`config.mk`:
```
export PLATFORM = sky130hd
export DESIGN_NAME = cpu_opcode_row_2x_execute
export DESIGN_NICKNAME = d
export VERILOG_FILES = /design/src/hw/rtl/cpr2x_pkg.sv /design/src/hw/rtl/cpu_opcode_row_2x_execute.sv /design/src/hw/rtl/cpr2x_alu.sv
export SDC_FILE = /design/constraint.sdc
export NUM_CORES = 1
export LEC_CHECK = 0
export BUFFER_PORTS_ARGS = -buffer_cell sky130_fd_sc_hd__clkbuf_2
export CAP_MARGIN = 25
export CORE_MARGIN = 5
export CORE_UTILIZATION = 35
export CTS_CLUSTER_DIAMETER = 100
export CTS_CLUSTER_SIZE = 20
export DETAILED_ROUTE_END_ITERATION = 8
export HOLD_SLACK_MARGIN = 0.05
export PLACE_DENSITY = 0.58
export SLEW_MARGIN = 20
export SYNTH_ARGS = -nofsm -noshare
export SYNTH_HDL_FRONTEND = slang
export SYNTH_SLANG_ARGS = --single-unit
```
`constraint.sdc`:
```
create_clock -name aclk -period 6.3 [get_ports aclk]
set_clock_uncertainty 0.2 [all_clocks]
set_input_delay 0.63 -clock aclk [delete_from_list [all_inputs] [get_ports aclk]]
set_output_delay 0.63 -clock aclk [all_outputs]
set_load 0.02 [all_outputs]
```
`src/hw/rtl/cpr2x_pkg.sv`:
```
// Package for the row-2x execute block: item, result and register-file types,
// opcode codes, flag positions and cycle counts.
// No dependencies.
`default_nettype none

package cpr2x_pkg;

    // low nibble of the opcode, instruction 0x20 + code
    typedef enum logic [3:0] {
        FN_JR_NZ    = 4'h0,
        FN_LD_HL_NN = 4'h1,
        FN_LDI_M_A  = 4'h2,
        FN_INC_HL   = 4'h3,
        FN_INC_H    = 4'h4,
        FN_DEC_H    = 4'h5,
        FN_LD_H_N   = 4'h6,
        FN_DAA      = 4'h7,
        FN_JR_Z     = 4'h8,
        FN_ADD_HLHL = 4'h9,
        FN_LDI_A_M  = 4'hA,
        FN_DEC_HL   = 4'hB,
        FN_INC_L    = 4'hC,
        FN_DEC_L    = 4'hD,
        FN_LD_L_N   = 4'hE,
        FN_CPL      = 4'hF
    } func_t;

    // flag bit positions inside flags
    localparam int unsigned FLAG_Z = 3;
    localparam int unsigned FLAG_N = 2;
    localparam int unsigned FLAG_H = 1;
    localparam int unsigned FLAG_C = 0;

    localparam logic [3:0] COST_1M = 4'd4;
    localparam logic [3:0] COST_2M = 4'd8;
    localparam logic [3:0] COST_3M = 4'd12;

    localparam int unsigned IN_TDATA_W  = 32;
    localparam int unsigned OUT_TDATA_W = 80;

    typedef struct packed {
        logic [7:0]  mem_data;
        logic [7:0]  imm_hi;
        logic [7:0]  imm_lo;
        logic [3:0]  func;
    } item_t;

    typedef struct packed {
        logic [15:0] pc;
        logic [3:0]  flags;
        logic [7:0]  low;
        logic [7:0]  high;
        logic [7:0]  acc;
    } cpu_state_t;

    typedef struct packed {
        logic [3:0]  clock_cost;
        logic [7:0]  write_data;
        logic [15:0] write_addr;
        logic        write_enable;
        logic [15:0] pc_out;
        logic        carry_flag;
        logic        half_carry_flag;
        logic        subtract_flag;
        logic        zero_flag;
        logic [7:0]  low_out;
        logic [7:0]  high_out;
        logic [7:0]  acc_out;
    } result_t;

endpackage

`default_nettype wire

```
`src/hw/rtl/cpu_opcode_row_2x_execute.sv`:
```
// Execute stage for CPU opcodes 0x20..0x2F: request register, execute logic,
// architectural registers A/H/L/flags/PC and result register.
// Depends on cpr2x_pkg and cpr2x_alu.
//
// Usage:
//   s_axis: one request per instruction, tdata = {mem_data, imm_hi, imm_lo, func}.
//   m_axis: one result per request, fields packed as listed at the m_tdata port.
//   A request is captured in the input register; it is then executed against
//   the current A/H/L/flags/PC once the output register is empty or being
//   taken, and the result lands in the output register, which drives m_tvalid.
//   Throughput is one instruction per cycle while the receiver does not stall:
//   the only loop is the register file feeding the combinational execute logic.
//   Both stages advance independently: a new request is taken while a result
//   waits, as long as the input register can move on or is empty.
//   When the receiver stalls, the result register holds, the input register
//   fills, then s_tready drops; nothing is lost or duplicated.
//   Reset (aresetn low, synchronous) clears A, H, L, flags and PC to zero and
//   empties both stages.
`default_nettype none

module cpu_opcode_row_2x_execute (
    input  wire         aclk,
    input  wire         aresetn,
    input  wire         s_tvalid,
    output logic        s_tready,
    // [3:0] func, [11:4] imm_lo, [19:12] imm_hi, [27:20] mem_data, [31:28] zero
    input  wire  [31:0] s_tdata,
    output logic        m_tvalid,
    input  wire         m_tready,
    // [7:0] acc_out, [15:8] high_out, [23:16] low_out, [24] zero_flag,
    // [25] subtract_flag, [26] half_carry_flag, [27] carry_flag, [43:28] pc_out,
    // [44] write_enable, [60:45] write_addr, [68:61] write_data,
    // [72:69] clock_cost, [79:73] zero
    output logic [79:0] m_tdata
);

    logic                   in_valid_reg;
    logic                   in_valid_next;
    cpr2x_pkg::item_t       item_reg;
    logic                   out_valid_reg;
    logic                   out_valid_next;
    cpr2x_pkg::result_t     result_reg;
    cpr2x_pkg::cpu_state_t  state_reg;
    cpr2x_pkg::cpu_state_t  state_next;
    cpr2x_pkg::result_t     result_next;
    logic                   advance;
    logic                   accept;

    assign advance  = in_valid_reg && (!out_valid_reg || m_tready);
    assign s_tready = !in_valid_reg || advance;
    assign accept   = s_tvalid && s_tready;

    assign in_valid_next  = accept || (in_valid_reg && !advance);
    assign out_valid_next = advance || (out_valid_reg && !m_tready);

    cpr2x_alu u_alu (
        .st      (state_reg),
        .item    (item_reg),
        .st_next (state_next),
        .res     (result_next)
    );

    always_ff @(posedge aclk) begin
        if (!aresetn) begin
            in_valid_reg  <= 1'b0;
            out_valid_reg <= 1'b0;
            state_reg     <= '0;
        end else begin
            in_valid_reg  <= in_valid_next;
            out_valid_reg <= out_valid_next;
            if (advance) begin
                state_reg <= state_next;
            end
        end
    end

    always_ff @(posedge aclk) begin
        if (accept) begin
            item_reg <= cpr2x_pkg::item_t'(s_tdata[27:0]);
        end
        if (advance) begin
            result_reg <= result_next;
        end
    end

    assign m_tvalid = out_valid_reg;
    assign m_tdata  = {7'd0, result_reg};

    // a result without a memory write carries zero address and data
    a_no_write_zero: assert property (@(posedge aclk) disable iff (!aresetn)
        (out_valid_reg && !result_reg.write_enable) |->
        (result_reg.write_addr == 16'h0000 && result_reg.write_data == 8'h00))
        else $error("write fields non-zero without write_enable");

    a_cost_legal: assert property (@(posedge aclk) disable iff (!aresetn)
        out_valid_reg |->
        (result_reg.clock_cost == cpr2x_pkg::COST_1M ||
         result_reg.clock_cost == cpr2x_pkg::COST_2M ||
         result_reg.clock_cost == cpr2x_pkg::COST_3M))
        else $error("illegal clock_cost");

    a_reset_clear: assert property (@(posedge aclk)
        !aresetn |=> (!in_valid_reg && !out_valid_reg && state_reg == '0))
        else $error("reset did not clear pipeline and registers");

    a_result_mirrors_state: assert property (@(posedge aclk) disable iff (!aresetn)
        advance |=> (result_reg.pc_out == state_reg.pc &&
                     result_reg.acc_out == state_reg.acc &&
                     {result_reg.high_out, result_reg.low_out} ==
                     {state_reg.high, state_reg.low}))
        else $error("result does not match updated registers");

    a_state_holds: assert property (@(posedge aclk) disable iff (!aresetn)
        (!advance && $past(aresetn)) |=> $stable(state_reg))
        else $error("registers changed without an executed request");

endmodule

`default_nettype wire

```
`src/hw/rtl/cpr2x_alu.sv`:
```
// Combinational execute logic for opcodes 0x20..0x2F: next register state
// and the result item from the current state and one instruction.
// Depends on cpr2x_pkg.
`default_nettype none

module cpr2x_alu (
    input  wire cpr2x_pkg::cpu_state_t st,
    input  wire cpr2x_pkg::item_t      item,
    output cpr2x_pkg::cpu_state_t      st_next,
    output cpr2x_pkg::result_t         res
);

    logic [15:0] hl;
    logic [15:0] hl_inc;
    logic [15:0] hl_dec;
    logic [15:0] pc_inc1;
    logic [15:0] pc_inc2;
    logic [15:0] pc_jump;
    logic [7:0]  r8_src;
    logic [7:0]  r8_inc;
    logic [7:0]  r8_dec;
    logic [8:0]  daa_lo;
    logic [8:0]  daa_add;
    logic        daa_carry;
    logic [7:0]  daa_sub;
    logic [7:0]  daa_res;
    logic        take;
    logic        we;
    logic [3:0]  cost;

    assign hl      = {st.high, st.low};
    assign hl_inc  = hl + 16'd1;
    assign hl_dec  = hl - 16'd1;
    assign pc_inc1 = st.pc + 16'd1;
    assign pc_inc2 = st.pc + 16'd2;
    assign pc_jump = pc_inc1 + {{8{item.imm_lo[7]}}, item.imm_lo};

    // INC/DEC share one source selector: L for the 0x2C/0x2D pair, else H
    assign r8_src = item.func[3] ? st.low : st.high;
    assign r8_inc = r8_src + 8'd1;
    assign r8_dec = r8_src - 8'd1;

    // DAA after addition: low correction first, then high on the grown value
    assign daa_lo = (st.flags[cpr2x_pkg::FLAG_H] || (st.acc[3:0] > 4'h9))
                    ? {1'b0, st.acc} + 9'h006 : {1'b0, st.acc};
    assign daa_carry = st.flags[cpr2x_pkg::FLAG_C] || (daa_lo > 9'h09F);
    assign daa_add   = daa_carry ? daa_lo + 9'h060 : daa_lo;
    // DAA after subtraction
    assign daa_sub = st.acc
                     - (st.flags[cpr2x_pkg::FLAG_H] ? 8'h06 : 8'h00)
                     - (st.flags[cpr2x_pkg::FLAG_C] ? 8'h60 : 8'h00);
    assign daa_res = st.flags[cpr2x_pkg::FLAG_N] ? daa_sub : daa_add[7:0];

    always_comb begin
        st_next = st;
        take    = 1'b0;
        we      = 1'b0;
        cost    = cpr2x_pkg::COST_1M;
        unique case (cpr2x_pkg::func_t'(item.func))
            cpr2x_pkg::FN_JR_NZ, cpr2x_pkg::FN_JR_Z: begin
                take = item.func[3] ? st.flags[cpr2x_pkg::FLAG_Z]
                                    : !st.flags[cpr2x_pkg::FLAG_Z];
                st_next.pc = take ? pc_jump : pc_inc1;
                cost       = take ? cpr2x_pkg::COST_3M : cpr2x_pkg::COST_2M;
            end
            cpr2x_pkg::FN_LD_HL_NN: begin
                st_next.low  = item.imm_lo;
                st_next.high = item.imm_hi;
                st_next.pc   = pc_inc2;
                cost         = cpr2x_pkg::COST_3M;
            end
            cpr2x_pkg::FN_LDI_M_A: begin
                we = 1'b1;
                {st_next.high, st_next.low} = hl_inc;
                cost = cpr2x_pkg::COST_2M;
            end
            cpr2x_pkg::FN_INC_HL: begin
                {st_next.high, st_next.low} = hl_inc;
                cost = cpr2x_pkg::COST_2M;
            end
            cpr2x_pkg::FN_INC_H, cpr2x_pkg::FN_INC_L: begin
                if (item.func[3]) begin
                    st_next.low = r8_inc;
                end else begin
                    st_next.high = r8_inc;
                end
                st_next.flags[cpr2x_pkg::FLAG_Z] = (r8_inc == 8'h00);
                st_next.flags[cpr2x_pkg::FLAG_N] = 1'b0;
                st_next.flags[cpr2x_pkg::FLAG_H] = (r8_src[3:0] == 4'hF);
            end
            cpr2x_pkg::FN_DEC_H, cpr2x_pkg::FN_DEC_L: begin
                if (item.func[3]) begin
                    st_next.low = r8_dec;
                end else begin
                    st_next.high = r8_dec;
                end
                st_next.flags[cpr2x_pkg::FLAG_Z] = (r8_dec == 8'h00);
                st_next.flags[cpr2x_pkg::FLAG_N] = 1'b1;
                st_next.flags[cpr2x_pkg::FLAG_H] = (r8_src[3:0] == 4'h0);
            end
            cpr2x_pkg::FN_LD_H_N: begin
                st_next.high = item.imm_lo;
                st_next.pc   = pc_inc1;
                cost         = cpr2x_pkg::COST_2M;
            end
            cpr2x_pkg::FN_LD_L_N: begin
                st_next.low = item.imm_lo;
                st_next.pc  = pc_inc1;
                cost        = cpr2x_pkg::COST_2M;
            end
            cpr2x_pkg::FN_DAA: begin
                st_next.acc = daa_res;
                st_next.flags[cpr2x_pkg::FLAG_Z] = (daa_res == 8'h00);
                st_next.flags[cpr2x_pkg::FLAG_H] = 1'b0;
                st_next.flags[cpr2x_pkg::FLAG_C] =
                    st.flags[cpr2x_pkg::FLAG_N] ? st.flags[cpr2x_pkg::FLAG_C] : daa_carry;
            end
            cpr2x_pkg::FN_ADD_HLHL: begin
                // doubling: carries out of bits 11 and 15 are just those bits
                {st_next.high, st_next.low} = {hl[14:0], 1'b0};
                st_next.flags[cpr2x_pkg::FLAG_N] = 1'b0;
                st_next.flags[cpr2x_pkg::FLAG_H] = hl[11];
                st_next.flags[cpr2x_pkg::FLAG_C] = hl[15];
                cost = cpr2x_pkg::COST_2M;
            end
            cpr2x_pkg::FN_LDI_A_M: begin
                st_next.acc = item.mem_data;
                {st_next.high, st_next.low} = hl_inc;
                cost = cpr2x_pkg::COST_2M;
            end
            cpr2x_pkg::FN_DEC_HL: begin
                {st_next.high, st_next.low} = hl_dec;
                cost = cpr2x_pkg::COST_2M;
            end
            cpr2x_pkg::FN_CPL: begin
                st_next.acc = ~st.acc;
                st_next.flags[cpr2x_pkg::FLAG_N] = 1'b1;
                st_next.flags[cpr2x_pkg::FLAG_H] = 1'b1;
            end
            default: begin
                st_next = st;
            end
        endcase
    end

    always_comb begin
        res.acc_out         = st_next.acc;
        res.high_out        = st_next.high;
        res.low_out         = st_next.low;
        res.zero_flag       = st_next.flags[cpr2x_pkg::FLAG_Z];
        res.subtract_flag   = st_next.flags[cpr2x_pkg::FLAG_N];
        res.half_carry_flag = st_next.flags[cpr2x_pkg::FLAG_H];
        res.carry_flag      = st_next.flags[cpr2x_pkg::FLAG_C];
        res.pc_out          = st_next.pc;
        res.write_enable    = we;
        res.write_addr      = we ? hl : 16'h0000;
        res.write_data      = we ? st.acc : 8'h00;
        res.clock_cost      = cost;
    end

endmodule

`default_nettype wire
```
* After elaboration in Yosys (flattened, before gate mapping)
Cells that the tools add are included.
** Storage, ports and cells
- Bits in registers :: 147
- Output and inout port bits :: 82
- Word-level logic and storage cells :: 106
** Operators by class
- $add $sub $neg :: 11
- Magnitude comparators :: 2
- Equality and inequality tests :: 16
- Muxes and demuxes :: 24
- Bitwise logic cells :: 1
- Reduce and logical (&&, ||, !) cells :: 29
** Operator list (number)
- $mux 8 :: 7
- $pmux 8 s7 :: 1
- $pmux 16 s3 :: 1
- $pmux 8 s6 :: 1
- $eq 4x4->1 const B :: 9
- $add 16x1->16 const B :: 2
- $logic_not 8->1 :: 3
- $pmux 8 s3 :: 1
- $add 16x16->16 :: 1
- $add 16x2->16 const B :: 1
- $eq 4x3->1 const B :: 4
- $mux 16 :: 1
- $sub 16x1->16 const B :: 1
- $sub 8x8->8 :: 2
- $pmux 4 s3 :: 1
- $reduce_or 2->1 :: 5
- $add 8x3->9 const B :: 1
- $gt 9x8->1 const B :: 1
- $mux 9 :: 1
- $reduce_or 3->1 :: 3
- $add 8x1->8 const B :: 1
- $add 8x7->8 const B :: 1
- $eq 4x2->1 const B :: 2
- $logic_not 4->1 :: 2
- other kinds (14) :: 30

* Logic depth before layout (Yosys ltp)
- Word-level depth :: 9
- Mapped depth :: 18

* Modules after synthesis
From an unflattened synthesis, not the netlist that was laid out.
** Unflattened totals
- Cell total of the unflattened synthesis :: 1151
- Area total of the unflattened synthesis :: 10294.9 um^2
** Modules (own cells, without submodules)
- cpr2x_alu :: instances 1, cells an instance 842, area an instance 5317.6 um^2, sequential area each 0.0 um^2
- cpu_opcode_row_2x_execute :: instances 1, cells an instance 309, area an instance 4977.3 um^2, sequential area each 3953.8 um^2

* Worst setup path before layout
No wires, ideal clock.
- Kind :: flip-flop to flip-flop
- Start :: register state_reg[30] in the netlist's numbering
- End :: register result_reg, in the netlist m_tdata[38], data pin
- Arrival :: 3.103 ns
- Setup slack :: 2.723 ns
- Cell stages (with the launch flop) :: 14
- Clock period less this slack :: 3.577 ns
- Path through :: dfxtp_1 -> ha_1 -> and3_1 -> clkbuf_1 -> nand2_1 -> xnor2_1 -> ha_1 -> or2_2 -> a21oi_1 -> a2111oi_0 -> o21a_1 -> nor3_1 -> a2111oi_0 -> nor2_1
** RTL lines
- start, declared :: RTL line cpu_opcode_row_2x_execute.sv:43 : cpr2x_pkg::cpu_state_t state_reg;
- start signal, assigned :: RTL line cpu_opcode_row_2x_execute.sv:72 : state_reg <= state_next;
- end signal, assigned :: RTL line cpu_opcode_row_2x_execute.sv:82 : result_reg <= result_next;
- end, declared :: RTL line cpu_opcode_row_2x_execute.sv:42 : cpr2x_pkg::result_t result_reg;

* Worst setup path after layout
- Start :: register state_reg[28] in the netlist's numbering
- End :: register state_reg[41] in the netlist's numbering
** On the way
- Longest elaborated chain between the ends :: 4
- Elaborated cells between the ends (all ways) :: 5
** RTL lines
- $add 16x1->16 :: RTL line cpr2x_alu.sv:34 : assign pc_inc1 = st.pc + 16'd1;
- $add 16x16->16 :: RTL line cpr2x_alu.sv:36 : assign pc_jump = pc_inc1 + {{8{item.imm_lo[7]}}, item.imm_lo};
- $mux 16 :: RTL line cpr2x_alu.sv:63 : st_next.pc = take ? pc_jump : pc_inc1;
- $pmux 16 s3 * :: RTL line cpr2x_alu.sv:59 : unique case (cpr2x_pkg::func_t'(item.func))
Mark *: on every way between the ends. The rest lies on a longest branch, timed or not.
A chain may end at the register's enable or synchronous reset.

==> results.ini <==
[floorplan]
initial_core_util=0.352
core_mm2=0.0276
die_h_um=177
die_x_um=177
ios=118
dieArea_mm2=0.0312
rows=61

[cts]
cts_tree=built
cts_root_buf=clkbuf_16
cts_buffers=17
cts-resized-gates=0
cts_max_level=4
insertion_delay_ps=430
cts.sinks=145
ctsHoldBuffers=0
cts_max_path_buffers=2
post_cts_buffers=0
clkTransAtPathRegs_ps=70

[critical_path]
r2r_cells=15
r2r_start=state_reg[28]
cp_max_fo=12
crit_type=reg -> reg
cp-start-kind=flip-flop
end_kind=flip-flop
r2r_end=state_reg[41]
cp.arrival_ps=4920
ff2ff_setup_slack_ps=1510
required_ps=6430

[power_and_ir_drop]
vdd_ir_drop_max_mv=0.129
power.leakage_nw=4.29
power_density_mw_per_mm2=247

[yosys]
synthAdderAreaFrac=0.0523
synth-simple-area-share=0.198
ys_async_sr_fraction=0
synth.area.mux_share=0.0180
synthCells=1102
synth_xor_area_frac=0.0532
ys_seq_area_frac=0.401
synth_top_family_by_area=compound AO/OA/AOI/OAI gates
avgSynthCellArea_um2=8.82
ys_seq_elements=145
synth.distinct_cells=90
syn_area_mm2=0.00971
synthFlopType=edfxtp_1
yosysWarnings=0
synth_edf_count=99
synth_compound_area_frac=0.223

[global_route]
grt_pass1_vias=8088
grt_remaining_overflow=0
grt_usage=0.187
antenna_found_initial=0
grt_first_pass_wirelength_um=46100
grt_max_degree=66

[sta]
post-route-min-period_ps=4790
setup_tns_ps=0
maxSlewViolCount=0
max-slew-margin-rel=0.389
worst_pin_slew_ps=913
rsz0062_at_grt=no
finalHoldViolCount=0
clock.fmax_mhz=209
setup_slack_ps=1510
setup_viol=0
fin_crit_sh=0.760

[layout]
drive_gt1_frac=0.147
fin_area_mm2=0.0110
utilization=0.400
nets=1232
antenna_cells=0
largest_reg_flops=71
syn_to_final_growth_pct=13.7

[detailed_routing]
drtPass1Iterations=5
antenna_left=0
drc=0
wl_per_cell_um=19.2
drtIter0Drc=914
routed_wl_um=29700
num_vias=8709
via_per_inst=5.63

[run_status]
status=finished clean

[hold_path]
hp-start=s_tdata[25]
hold_path_class=in -> reg
whs_endpoint=item_reg[25]
min_path_cells=1

[placed_design]
hpwlAfterDp_um=21000
io_buffers=104
place_congestion=0.948
placed_cell_area_mm2=0.0104
pre_cts_slack_ps=1650

[job]
drv_cap=0

==> per-layer routing <==
layer,routed length (um),up-vias,part of all wire,GRT usage
met5,0,-,0,0
met4,583,0,0.020,0.0551
met3,1820,48,0.061,0.0319
met2,13500,345,0.46,0.292
met1,13800,4164,0.46,0.266
li1,-,4152,-,-
==> synthesized netlist by cell type, drive strengths merged, types with 4 or more instances <==
library cell	instances	area [um2]
mux2i	13	130
o221ai	6	58.8
nand2b	9	56.3
buf	22	134
mux2	4	45.0
o211ai	8	70.1
a22oi	19	143
o21ai	74	370
o31ai	4	43.8
nor2b	10	62.6
a31oi	11	68.8
xnor2	36	315
o22ai	7	43.8
o221a	4	53.8
nor2	117	447
nand3	31	155
nand3b	4	30.0
nor4	8	65.1
or3	9	56.3
a222oi	5	50.1
a221oi	10	87.6
a2bb2oi	6	58.8
edfxtp	99	2970
dfxtp	46	921
a21oi	85	433
and2	6	37.5
o21a	9	67.6
and3	35	219
nor3	43	226
clkbuf	65	244
inv	38	143
a211oi	13	97.6
a221o	4	40.0
nand2	100	375
a21o	5	37.5
nand4	8	50.1
xor2	23	201
a311oi	4	41.3
o211a	5	57.6
ha	39	488
==> final cells by class <==
cell class	count	area, um2
inverter	40	153
clock buffer	20	447
timing repair buffer	114	596
multi-input combinational	838	5330
tap	378	473
clock inverter	12	158
fill	2866	16600
sequential	145	3890
==> through the flow <==
stage	hold WS (ps)	cells	power [W]
finish	169	1547	0.00272
global route	153	1547	0.00284
CTS	152	1547	0.00274
detailed placement	344	1515	0.00167
global placement	344	1515	0.00167
floorplan	287	1110	0.00153
==> critical path, cell delays in order (launching register included) <==
cell	delay [ps]
dfxtp_1	620
ha_1	320
and3_1	260
nand3_1	310
nor2_1	260
xor2_1	90
ha_1	360
nand4_1	120
nor4b_1	350
nor2_1	100
o211a_1	150
o21ai_0	270
a2111oi_0	160
o41ai_1	810
nor2_1	130
nor3_1	180
==> kinds of logic after synthesis <==
group / count (synthesis)
fa+ha+maj: 40
flops: 145
compound gates: 317
xor+xnor: 59
buf+inv: 127
simple gates: 396
mux: 17
other cells: 1
==> worst max path at each step <==
| stage | startpoint | to |
|---|---|---|
| finish | state_reg[28] | state_reg[41] |
| global route | state_reg[28] | state_reg[41] |
| CTS | state_reg[28] | state_reg[41] |
| detailed placement | state_reg[28] | state_reg[41] |
| global placement | state_reg[28] | state_reg[41] |
| floorplan | state_reg[30] | m_tdata[38] |
==> cells in the final DEF, fill, tap and decap left out, drive strengths merged, types with 9 or more instances in the layout <==
master and n:
ha 39, nor3 43, conb 9, xor2 23, nor2 117, nand3 31
edfxtp 99, clkbuf 124, mux2i 13, nor2b 10, nand2 100, buf 10
a211oi 13, a31oi 11, o21ai 74, a21oi 85, a221oi 10, and3 35
xnor2 36, inv 40, or3 9, nand2b 9, o21a 9, a22oi 19
dfxtp 46
==> power by group <==
part	switching, W	internal, W	total (W)	leakage (nW)
clock network	0.000427	0.000636	0.00106	0.287
registers	0.0000762	0.00108	0.00116	1.32
logic	0.000317	0.000186	0.000503	2.68
total	0.000820	0.00190	0.00272	4.29
Note: power is estimated with default switching activity, not from simulation.
